## config.mk

```make
export PLATFORM = sky130hd
export DESIGN_NAME = stride_scheduler
export DESIGN_NICKNAME = d
export VERILOG_FILES = /design/src/hw/rtl/ssch_pkg.sv /design/src/hw/rtl/stride_scheduler.sv /design/src/hw/rtl/ssch_ram.sv /design/src/hw/rtl/ssch_div.sv
export SDC_FILE = /design/constraint.sdc
export NUM_CORES = 2
export LEC_CHECK = 0
export ABC_AREA = 0
export BUFFER_PORTS_ARGS = -buffer_cell sky130_fd_sc_hd__buf_2
export CAP_MARGIN = 25
export CORE_MARGIN = 5
export CORE_UTILIZATION = 45
export CTS_CLUSTER_SIZE = 28
export DETAILED_ROUTE_END_ITERATION = 6
export PLACE_DENSITY = 0.68
export SYNTH_ARGS = -nofsm -noshare
export SYNTH_HDL_FRONTEND = slang
export SYNTH_SLANG_ARGS = --single-unit
```

## constraint.sdc

```tcl
create_clock -name clk -period 7.3 [get_ports clk]
set_input_delay 1.46 -clock clk [delete_from_list [all_inputs] [get_ports clk]]
set_output_delay 1.46 -clock clk [all_outputs]
set_load 0.01 [all_outputs]
```

## src/hw/rtl/ssch_pkg.sv

```systemverilog
// ---------------------------------------------------------------------------
// Stride scheduler package
// Shared constants and command/status codes for the stride scheduler.
// ---------------------------------------------------------------------------
package ssch_pkg;

  localparam int unsigned MAX_JOBS_DEF   = 16;
  localparam int unsigned PASS_WIDTH_DEF = 32;

  // stride = STRIDE_BASE / priority
  localparam int unsigned STRIDE_BASE = 100000;
  localparam int unsigned STRIDE_W    = 17;
  localparam int unsigned PRIO_W      = 16;
  localparam int unsigned NAME_W      = 8;
  localparam int unsigned MODE_W      = 3;
  localparam int unsigned STATUS_W    = 3;
  localparam int unsigned OPASS_W     = 32;
  localparam int unsigned COUNT_W     = 5;

  localparam logic [MODE_W-1:0] MODE_NEW       = 3'd0;
  localparam logic [MODE_W-1:0] MODE_FINISH    = 3'd1;
  localparam logic [MODE_W-1:0] MODE_INTERRUPT = 3'd2;
  localparam logic [MODE_W-1:0] MODE_BLOCK     = 3'd3;
  localparam logic [MODE_W-1:0] MODE_UNBLOCK   = 3'd4;

  localparam logic [STATUS_W-1:0] ST_QUEUED      = 3'd0;
  localparam logic [STATUS_W-1:0] ST_SCHEDULED   = 3'd1;
  localparam logic [STATUS_W-1:0] ST_IDLE        = 3'd2;
  localparam logic [STATUS_W-1:0] ST_UNBLOCKED   = 3'd3;
  localparam logic [STATUS_W-1:0] ST_ERR_IDLE    = 3'd4;
  localparam logic [STATUS_W-1:0] ST_ERR_NOT_BLK = 3'd5;
  localparam logic [STATUS_W-1:0] ST_TABLE_FULL  = 3'd6;

endpackage

```

## src/hw/rtl/stride_scheduler.sv

```systemverilog
// ---------------------------------------------------------------------------
// Stride scheduler
// Job table with one running job; each command beat gives one result beat.
// ---------------------------------------------------------------------------
// One command is taken at a time. Each command sweeps the whole job table
// through the single read port of the entry RAM, one entry a cycle, to find
// the least runnable (pass, name), the lowest free entry and the first
// blocked entry of the given name; the command step then applies it.
// A new-job command also waits in the command step for the stride divider,
// started at acceptance. The result beat sits in an output register, so the
// next command may be taken while it waits; a result still waiting there
// holds the command step of the next command until it is taken. No clearing
// pass is needed after reset: per-entry valid and blocked flags live in
// flip-flops.
module stride_scheduler #(
  parameter int unsigned MAX_JOBS   = ssch_pkg::MAX_JOBS_DEF,
  parameter int unsigned PASS_WIDTH = ssch_pkg::PASS_WIDTH_DEF
) (
  input  logic        clk,
  input  logic        rst_n,
  input  logic        in_tvalid,
  output logic        in_tready,
  input  logic [31:0] in_tdata,   // mode[2:0], job_name[10:3], priority_req[26:11]
  output logic        out_tvalid,
  input  logic        out_tready,
  // status[2:0], result_name[10:3], result_pass[42:11], running_valid[43],
  // runnable_count[48:44], blocked_count[53:49]
  output logic [55:0] out_tdata
);

  localparam int unsigned IW  = $clog2(MAX_JOBS);
  localparam int unsigned CW  = $clog2(MAX_JOBS + 1);
  localparam int unsigned PW  = PASS_WIDTH;
  localparam int unsigned NW  = ssch_pkg::NAME_W;
  localparam int unsigned SW  = ssch_pkg::STRIDE_W;
  localparam int unsigned EW  = NW + SW + PW;

  typedef enum logic [1:0] {S_IDLE, S_SCAN, S_EXEC} state_t;

  state_t state_r;

  // command
  logic [ssch_pkg::MODE_W-1:0] mode_r;
  logic [NW-1:0]               name_r;

  // running job
  logic          run_valid_r;
  logic [NW-1:0] run_name_r;
  logic [SW-1:0] run_stride_r;
  logic [PW-1:0] run_pass_r;

  // per-entry flags and counts
  logic [MAX_JOBS-1:0] valid_r;
  logic [MAX_JOBS-1:0] blk_r;
  logic [CW-1:0]       nrun_r;
  logic [CW-1:0]       nblk_r;

  // sweep
  logic [IW:0]   cnt_r;
  logic          pend_r;
  logic [IW-1:0] pidx_r;
  logic          m_found_r;
  logic [IW-1:0] m_idx_r;
  logic [NW-1:0] m_name_r;
  logic [SW-1:0] m_stride_r;
  logic [PW-1:0] m_pass_r;
  logic          f_found_r;
  logic [IW-1:0] f_idx_r;
  logic          u_found_r;
  logic [IW-1:0] u_idx_r;
  logic [SW-1:0] u_stride_r;

  // output beat
  logic        out_valid_r;
  logic [55:0] out_data_r;

  // entry RAM
  logic          ram_we;
  logic [IW-1:0] ram_waddr;
  logic [EW-1:0] ram_wdata;
  logic [EW-1:0] ram_rdata;
  logic [NW-1:0] rd_name;
  logic [SW-1:0] rd_stride;
  logic [PW-1:0] rd_pass;

  // divider
  logic          div_start;
  logic          div_busy;
  logic [SW-1:0] div_quo;

  logic          in_fire;
  logic          exec_go;
  logic [PW:0]   sat_sum;
  logic [PW-1:0] run_pass_int;
  logic          rd_runnable;
  logic          rd_better;

  // applied by the command step
  logic          run_valid_nxt;
  logic [NW-1:0] run_name_nxt;
  logic [SW-1:0] run_stride_nxt;
  logic [PW-1:0] run_pass_nxt;
  logic          vb_we;
  logic [IW-1:0] vb_idx;
  logic          vb_valid;
  logic          vb_blk;
  logic [CW-1:0] nrun_nxt;
  logic [CW-1:0] nblk_nxt;
  logic [ssch_pkg::STATUS_W-1:0] st;
  logic [NW-1:0] rname;
  logic [PW-1:0] rpass;
  logic          run_loses;

  assign in_tready = (state_r == S_IDLE);
  assign in_fire   = in_tvalid && in_tready;
  assign div_start = in_fire && (in_tdata[2:0] == ssch_pkg::MODE_NEW);
  assign exec_go   = (state_r == S_EXEC) && !div_busy && (!out_valid_r || out_tready);

  // saturating pass advance for an interrupt, taken at acceptance
  assign sat_sum      = {1'b0, run_pass_r} + (PW + 1)'(run_stride_r);
  assign run_pass_int = sat_sum[PW] ? '1 : sat_sum[PW-1:0];

  assign {rd_name, rd_stride, rd_pass} = ram_rdata;
  assign rd_runnable = valid_r[pidx_r] && !blk_r[pidx_r];
  assign rd_better   = (rd_pass < m_pass_r) || ((rd_pass == m_pass_r) && (rd_name < m_name_r));
  assign run_loses   = (m_pass_r < run_pass_r) ||
                       ((m_pass_r == run_pass_r) && (m_name_r < run_name_r));

  ssch_ram #(.WIDTH(EW), .DEPTH(MAX_JOBS)) u_ram (
    .clk   (clk),
    .we    (ram_we),
    .waddr (ram_waddr),
    .wdata (ram_wdata),
    .raddr (cnt_r[IW-1:0]),
    .rdata (ram_rdata)
  );

  ssch_div u_div (
    .clk      (clk),
    .rst_n    (rst_n),
    .start    (div_start),
    .divisor  (in_tdata[26:11]),
    .busy     (div_busy),
    .quotient (div_quo)
  );

  // command step: decide table writes, running job and result
  always_comb begin
    ram_we         = 1'b0;
    ram_waddr      = m_idx_r;
    ram_wdata      = {run_name_r, run_stride_r, run_pass_r};
    run_valid_nxt  = run_valid_r;
    run_name_nxt   = run_name_r;
    run_stride_nxt = run_stride_r;
    run_pass_nxt   = run_pass_r;
    vb_we          = 1'b0;
    vb_idx         = m_idx_r;
    vb_valid       = 1'b1;
    vb_blk         = 1'b0;
    nrun_nxt       = nrun_r;
    nblk_nxt       = nblk_r;
    st             = ssch_pkg::ST_ERR_IDLE;
    rname          = '0;
    rpass          = '0;
    unique case (mode_r)
      ssch_pkg::MODE_NEW: begin
        if (!run_valid_r) begin
          run_valid_nxt  = 1'b1;
          run_name_nxt   = name_r;
          run_stride_nxt = div_quo;
          run_pass_nxt   = '0;
          st             = ssch_pkg::ST_SCHEDULED;
          rname          = name_r;
        end else if (!f_found_r) begin
          st = ssch_pkg::ST_TABLE_FULL;
        end else begin
          rpass     = m_found_r ? m_pass_r : run_pass_r;
          ram_we    = 1'b1;
          ram_waddr = f_idx_r;
          ram_wdata = {name_r, div_quo, rpass};
          vb_we     = 1'b1;
          vb_idx    = f_idx_r;
          nrun_nxt  = nrun_r + CW'(1);
          st        = ssch_pkg::ST_QUEUED;
          rname     = name_r;
        end
      end
      ssch_pkg::MODE_FINISH: begin
        if (run_valid_r) begin
          if (!m_found_r) begin
            run_valid_nxt  = 1'b0;
            run_name_nxt   = '0;
            run_stride_nxt = '0;
            run_pass_nxt   = '0;
            st             = ssch_pkg::ST_IDLE;
          end else begin
            run_name_nxt   = m_name_r;
            run_stride_nxt = m_stride_r;
            run_pass_nxt   = m_pass_r;
            vb_we          = 1'b1;
            vb_valid       = 1'b0;
            nrun_nxt       = nrun_r - CW'(1);
            st             = ssch_pkg::ST_SCHEDULED;
            rname          = m_name_r;
            rpass          = m_pass_r;
          end
        end
      end
      ssch_pkg::MODE_INTERRUPT: begin
        if (run_valid_r) begin
          st    = ssch_pkg::ST_SCHEDULED;
          rname = run_name_r;
          rpass = run_pass_r;
          if (m_found_r && run_loses) begin
            ram_we         = 1'b1;
            run_name_nxt   = m_name_r;
            run_stride_nxt = m_stride_r;
            run_pass_nxt   = m_pass_r;
            rname          = m_name_r;
            rpass          = m_pass_r;
          end
        end
      end
      ssch_pkg::MODE_BLOCK: begin
        if (run_valid_r) begin
          if (m_found_r) begin
            ram_we         = 1'b1;
            vb_we          = 1'b1;
            vb_blk         = 1'b1;
            run_name_nxt   = m_name_r;
            run_stride_nxt = m_stride_r;
            run_pass_nxt   = m_pass_r;
            nrun_nxt       = nrun_r - CW'(1);
            nblk_nxt       = nblk_r + CW'(1);
            st             = ssch_pkg::ST_SCHEDULED;
            rname          = m_name_r;
            rpass          = m_pass_r;
          end else if (!f_found_r) begin
            st = ssch_pkg::ST_TABLE_FULL;
          end else begin
            ram_we         = 1'b1;
            ram_waddr      = f_idx_r;
            vb_we          = 1'b1;
            vb_idx         = f_idx_r;
            vb_blk         = 1'b1;
            nblk_nxt       = nblk_r + CW'(1);
            run_valid_nxt  = 1'b0;
            run_name_nxt   = '0;
            run_stride_nxt = '0;
            run_pass_nxt   = '0;
            st             = ssch_pkg::ST_IDLE;
          end
        end
      end
      ssch_pkg::MODE_UNBLOCK: begin
        if (!u_found_r) begin
          st = ssch_pkg::ST_ERR_NOT_BLK;
        end else begin
          rpass     = run_valid_r ? run_pass_r : (m_found_r ? m_pass_r : '0);
          ram_we    = 1'b1;
          ram_waddr = u_idx_r;
          ram_wdata = {name_r, u_stride_r, rpass};
          vb_we     = 1'b1;
          vb_idx    = u_idx_r;
          nrun_nxt  = nrun_r + CW'(1);
          nblk_nxt  = nblk_r - CW'(1);
          st        = ssch_pkg::ST_UNBLOCKED;
          rname     = name_r;
        end
      end
      default: begin
        st = ssch_pkg::ST_ERR_IDLE;
      end
    endcase
    if (!exec_go) begin
      ram_we = 1'b0;
    end
  end

  always_ff @(posedge clk) begin
    if (!rst_n) begin
      state_r      <= S_IDLE;
      run_valid_r  <= 1'b0;
      run_name_r   <= '0;
      run_stride_r <= '0;
      run_pass_r   <= '0;
      valid_r      <= '0;
      blk_r        <= '0;
      nrun_r       <= '0;
      nblk_r       <= '0;
      pend_r       <= 1'b0;
      cnt_r        <= '0;
      out_valid_r  <= 1'b0;
    end else begin
      // load a new result beat, else drop the one just taken
      if (exec_go) begin
        out_valid_r <= 1'b1;
      end else if (out_tready) begin
        out_valid_r <= 1'b0;
      end
      unique case (state_r)
        S_IDLE: begin
          if (in_fire) begin
            mode_r    <= in_tdata[2:0];
            name_r    <= in_tdata[10:3];
            cnt_r     <= '0;
            pend_r    <= 1'b0;
            m_found_r <= 1'b0;
            f_found_r <= 1'b0;
            u_found_r <= 1'b0;
            // advance the pass before the sweep so the step compares the new pass
            if ((in_tdata[2:0] == ssch_pkg::MODE_INTERRUPT) && run_valid_r) begin
              run_pass_r <= run_pass_int;
            end
            state_r <= S_SCAN;
          end
        end
        S_SCAN: begin
          // issue one read a cycle, judge the entry read the cycle before
          pend_r <= (cnt_r < (IW + 1)'(MAX_JOBS));
          pidx_r <= cnt_r[IW-1:0];
          if (cnt_r < (IW + 1)'(MAX_JOBS)) begin
            cnt_r <= cnt_r + (IW + 1)'(1);
          end
          if (pend_r) begin
            if (rd_runnable && (!m_found_r || rd_better)) begin
              m_found_r  <= 1'b1;
              m_idx_r    <= pidx_r;
              m_name_r   <= rd_name;
              m_stride_r <= rd_stride;
              m_pass_r   <= rd_pass;
            end
            if (!valid_r[pidx_r] && !f_found_r) begin
              f_found_r <= 1'b1;
              f_idx_r   <= pidx_r;
            end
            if (valid_r[pidx_r] && blk_r[pidx_r] && !u_found_r && (rd_name == name_r)) begin
              u_found_r  <= 1'b1;
              u_idx_r    <= pidx_r;
              u_stride_r <= rd_stride;
            end
          end
          if ((cnt_r == (IW + 1)'(MAX_JOBS)) && !pend_r) begin
            state_r <= S_EXEC;
          end
        end
        S_EXEC: begin
          if (exec_go) begin
            run_valid_r  <= run_valid_nxt;
            run_name_r   <= run_name_nxt;
            run_stride_r <= run_stride_nxt;
            run_pass_r   <= run_pass_nxt;
            if (vb_we) begin
              valid_r[vb_idx] <= vb_valid;
              blk_r[vb_idx]   <= vb_blk;
            end
            nrun_r      <= nrun_nxt;
            nblk_r      <= nblk_nxt;
            out_data_r  <= {2'b00, ssch_pkg::COUNT_W'(nblk_nxt),
                            ssch_pkg::COUNT_W'(nrun_nxt), run_valid_nxt,
                            ssch_pkg::OPASS_W'(rpass), rname, st};
            state_r     <= S_IDLE;
          end
        end
        default: begin
          state_r <= S_IDLE;
        end
      endcase
    end
  end

  assign out_tvalid = out_valid_r;
  assign out_tdata  = out_data_r;

  a_count_match: assert property (@(posedge clk) disable iff (!rst_n)
    $countones(valid_r) == (32'(nrun_r) + 32'(nblk_r)))
    else $error("entry counts disagree with valid flags");

  a_blk_subset: assert property (@(posedge clk) disable iff (!rst_n)
    (blk_r & ~valid_r) == '0)
    else $error("blocked flag on an empty entry");

  a_sched_runs: assert property (@(posedge clk) disable iff (!rst_n)
    (out_valid_r && (out_data_r[2:0] == ssch_pkg::ST_SCHEDULED)) |-> out_data_r[43])
    else $error("scheduled result with no running job");

endmodule

```

## src/hw/rtl/ssch_ram.sv

```systemverilog
// ---------------------------------------------------------------------------
// Generic RAM
// One write port, one read port with registered read data.
// ---------------------------------------------------------------------------
module ssch_ram #(
  parameter int unsigned WIDTH = 8,
  parameter int unsigned DEPTH = 16
) (
  input  logic                     clk,
  input  logic                     we,
  input  logic [$clog2(DEPTH)-1:0] waddr,
  input  logic [WIDTH-1:0]         wdata,
  input  logic [$clog2(DEPTH)-1:0] raddr,
  output logic [WIDTH-1:0]         rdata
);

  logic [WIDTH-1:0] mem [DEPTH];
  logic [WIDTH-1:0] rdata_r;

  always_ff @(posedge clk) begin
    if (we) begin
      mem[waddr] <= wdata;
    end
    rdata_r <= mem[raddr];
  end

  assign rdata = rdata_r;

endmodule

```

## src/hw/rtl/ssch_div.sv

```systemverilog
// ---------------------------------------------------------------------------
// Stride divider
// Restoring division of the stride base by a priority, one bit a cycle.
// ---------------------------------------------------------------------------
module ssch_div (
  input  logic                         clk,
  input  logic                         rst_n,
  input  logic                         start,
  input  logic [ssch_pkg::PRIO_W-1:0]  divisor,
  output logic                         busy,
  output logic [ssch_pkg::STRIDE_W-1:0] quotient
);

  localparam int unsigned SW = ssch_pkg::STRIDE_W;
  localparam int unsigned CW = $clog2(SW + 1);

  logic [SW-1:0] rem_r;
  logic [SW-1:0] quo_r;
  logic [ssch_pkg::PRIO_W-1:0] dvs_r;
  logic [CW-1:0] cnt_r;
  logic          busy_r;
  logic [SW-1:0] rem_sh;
  logic          take;

  assign rem_sh = {rem_r[SW-2:0], quo_r[SW-1]};
  assign take   = rem_sh >= SW'(dvs_r);

  always_ff @(posedge clk) begin
    if (!rst_n) begin
      busy_r <= 1'b0;
      cnt_r  <= '0;
    end else if (start) begin
      busy_r <= 1'b1;
      cnt_r  <= CW'(SW);
      rem_r  <= '0;
      quo_r  <= SW'(ssch_pkg::STRIDE_BASE);
      dvs_r  <= (divisor == '0) ? ssch_pkg::PRIO_W'(1) : divisor;
    end else if (busy_r) begin
      rem_r  <= take ? (rem_sh - SW'(dvs_r)) : rem_sh;
      quo_r  <= {quo_r[SW-2:0], take};
      cnt_r  <= cnt_r - CW'(1);
      busy_r <= (cnt_r != CW'(1));
    end
  end

  assign busy     = busy_r;
  assign quotient = quo_r;

  // the base exceeds any 16-bit priority, so a finished stride is never zero
  a_quo_nonzero: assert property (@(posedge clk) disable iff (!rst_n)
    $fell(busy_r) |-> (quo_r != '0))
    else $error("stride of zero after division");

endmodule
```

==> results.json <==
{
  "rsz0062_at_grt": "false",
  "drive_gt1_frac": 0.214,
  "path_class": "reg -> reg",
  "numPortBuffers": 86,
  "syn_inst": 3197,
  "fillers": 9465,
  "min_period_ns": 5.36,
  "core-area_um2": 118000,
  "cp_max_fo": 23,
  "synth-seq-cells": 1291,
  "clkTransAtPathRegs_ns": 0.06,
  "ys_seq_area_frac": 0.689,
  "ys_async_sr_fraction": 0,
  "drc": 0,
  "grt_pass1_vias": 29700,
  "hold_path_class": "reg -> reg",
  "die_h_um": 356,
  "synth_ff_type": "edfxtp_1",
  "synth_edf_count": 1119,
  "fin_tns_setup_ns": 0,
  "clockBufferDepth": 3,
  "area_growth_pct": 13.2,
  "die_area_um2": 126000,
  "gp_congestion": 0.859,
  "clock_latency_ns": 0.74,
  "drv_cap": 0,
  "drtIter0Drc": 3902,
  "grt_pass1_wl_um": 197000,
  "r2r_cells": 11,
  "cts_root_buf": "clkbuf_16",
  "period_share": 0.735,
  "setup-violations-final": 0,
  "dieWidth_um": 356,
  "final_antenna_net_count": 0,
  "initial_core_util": 0.454,
  "critPathArrivalTime_ns": 5.72,
  "holdBufCountCts": 0,
  "r2r_slack_ns": 1.94,
  "io_pins": 94,
  "final_common_cell": "edfxtp_1",
  "first_pass_iters": 6,
  "r2r-start": "run_pass_r[29]$_SDFFE_PN0P_",
  "start_kind": "flip-flop",
  "slew_viol_final": 0,
  "mostFrequentLayoutCells": "edfxtp_1 (1119), mux4_2 (295), dfxtp_1 (168)",
  "synth_cell_types": 101,
  "synth.yosys.warnings": 0,
  "tritoncts": "yes",
  "avgRoutedWirePerCell_um": 26.5,
  "critPathLaunch": "run_pass_r[29]$_SDFFE_PN0P_",
  "cts_resized": 0,
  "post_drt_via_cell_ratio": 6.03,
  "critical_path_required_ns": 7.65,
  "htreeDepth": 4,
  "power_density_nw_per_um2": 252,
  "irDropWorstVdd_mv": 0.214,
  "timing.final.hold_violations": 0,
  "cts_made_buffers": 135,
  "status": "completed",
  "end_kind": "flip-flop",
  "skew_ns": 0.0403,
  "worst_pin_slew_ns": 1.06,
  "vias": 30300,
  "fmax_mhz": 186,
  "routed_wl_um": 133000,
  "grt-ovfl-total": 0,
  "cts.sinks": 1291,
  "rows": 126,
  "grt_start_max_net_pins": 95,
  "num-nets-final": 3471,
  "relSlewSlack": 0.294,
  "p_leak_uw": 0.0196,
  "fin_hold_ws_ns": 0.423,
  "grtUsageTotal": 0.209,
  "antenna_found_initial": 4,
  "hpwl_um": 78800,
  "final_util": 0.514,
  "syn_avg_cell_area_um2": 16.8,
  "rr_endpoint": "u_ram.mem[3][23]$_DFFE_PP_",
  "post_cts_buffers": 0,
  "crit_end": "u_ram.mem[3][23]$_DFFE_PP_",
  "synth_area_um2": 53700
}
-- metal layers --
layer | GRT usage | routed length (um)
met2 | 0.318 | 60500
met4 | 0.0598 | 3280
met5 | 0 | 35
met3 | 0.0515 | 13100
met1 | 0.303 | 56200
-- critical path, cell delays in order, from the launching register on --
cell and delay [ns]:
dfxtp_1 0.50, inv_1 0.13, ha_1 0.32, nand4_1 0.16, nor4_1 0.69, nand2_1 0.20
and4bb_2 0.44, inv_1 0.11, a2111oi_4 0.47, o2111ai_1 0.47, nor2_4 0.86, buf_4 0.57
-- layout make-up --
class,count,area [um^2],share of cell area
Sequential cell,1291,37100,0.609
Multi-Input combinational cell,1598,15600,0.257
Clock buffer,188,3760,0.0618
Tap cell,1600,2000,0.0329
Timing Repair Buffer,161,1130,0.0186
Clock inverter,63,761,0.0125
Inverter,127,477,0.00783
Antenna cell,1,2.50,0.0000411
-- how the worst min path moves through the flow --
stage / from / to / slack, ns / cells after the start
3_3_place_gp: u_ram.rdata[35]$_DFF_P_ / u_stride_r[3]$_DFFE_PP_ / 0.41 / 0
2_1_floorplan: u_ram.rdata[32]$_DFF_P_ / m_stride_r[0]$_DFFE_PP_ / 0.40 / 0
3_5_place_dp: u_ram.rdata[40]$_DFF_P_ / u_stride_r[8]$_DFFE_PP_ / 0.42 / 0
5_1_grt: u_ram.rdata[5]$_DFF_P_ / m_pass_r[5]$_DFFE_PP_ / 0.43 / 0
6_report: u_ram.rdata[5]$_DFF_P_ / m_pass_r[5]$_DFFE_PP_ / 0.42 / 0
4_1_cts: u_ram.rdata[5]$_DFF_P_ / m_pass_r[5]$_DFFE_PP_ / 0.43 / 0
-- logic make-up (layout without fill, tap and decap cells) --
kind of cell / count (synthesis) / after routing / share of synthesized area
flip-flops: 1291 / 1291 / 0.689
multiplexers: 314 / 314 / 0.127
other: 1 / 3 / 0.0000698
AND/OR/NAND/NOR: 551 / 551 / 0.0501
buffers and inverters: 309 / 539 / 0.0234
adder cells (fa/ha/maj): 121 / 121 / 0.0284
AO/OA/AOI/OAI: 562 / 562 / 0.0738
XOR/XNOR: 48 / 48 / 0.00782
-- synthesized netlist by cell type, types with 8 or more instances --
| master | n | area share |
|---|---|---|
| a211oi_1 | 32 | 0.0045 |
| a21o_1 | 29 | 0.0041 |
| a21oi_1 | 134 | 0.012 |
| a221o_1 | 33 | 0.0061 |
| a221oi_1 | 11 | 0.0018 |
| a22o_1 | 38 | 0.0062 |
| a22oi_1 | 49 | 0.0068 |
| a31oi_1 | 12 | 0.0014 |
| and2_1 | 15 | 0.0017 |
| and3_1 | 29 | 0.0034 |
| buf_1 | 27 | 0.0019 |
| buf_2 | 24 | 0.0022 |
| buf_4 | 8 | 0.0011 |
| clkbuf_1 | 117 | 0.0082 |
| dfxtp_1 | 172 | 0.064 |
| edfxtp_1 | 1119 | 0.63 |
| ha_1 | 119 | 0.028 |
| inv_1 | 126 | 0.0088 |
| mux2i_1 | 18 | 0.0034 |
| mux4_2 | 295 | 0.12 |
| nand2_1 | 161 | 0.011 |
| nand2b_1 | 17 | 0.0020 |
| nand3_1 | 48 | 0.0045 |
| nand4_1 | 27 | 0.0031 |
| nor2_1 | 163 | 0.011 |
| nor2b_1 | 14 | 0.0016 |
| nor3_1 | 18 | 0.0017 |
| nor4_1 | 11 | 0.0013 |
| o21a_1 | 11 | 0.0015 |
| o21ai_0 | 107 | 0.010 |
| o21ai_1 | 9 | 0.00084 |
| o31ai_1 | 14 | 0.0020 |
| or3_1 | 8 | 0.00093 |
| xnor2_1 | 32 | 0.0052 |
| xor2_1 | 16 | 0.0026 |
-- stage by stage --
| stage | setup slack, ns | std cells | area [um^2] | total power, uW |
|---|---|---|---|---|
| after floorplan | 1.80 | 3198 | 53800 | 8430 |
| after global placement | 2.03 | 4771 | 56200 | 8530 |
| after detailed placement | 2.06 | 4775 | 56300 | 8540 |
| after CTS | 2.02 | 5026 | 60800 | 15400 |
| after global routing | 1.80 | 5028 | 60800 | 15800 |
| final | 1.94 | 5029 | 60800 | 15300 |
-- where the power goes --
part	switching, uW	internal [uW]	leakage, uW
combinational	202	188	0.00602
clock	2870	4070	0.00222
sequential	42.5	7950	0.0113
-- sequential cells by signal, indices dropped and copies added (netlist names), 8 cells and up --
name and count:
u_div.rem_r 16, name_r 8, u_stride_r 17, u_div.dvs_r 16, run_name_r 8, u_div.quotient 17, blk_r 16, m_name_r 8
out_tdata 54, u_ram.mem 912, m_pass_r 32, valid_r 16, run_pass_r 32, run_stride_r 17, m_stride_r 17, u_ram.rdata 57
No activity file was read; power rests on OpenSTA's default activity.
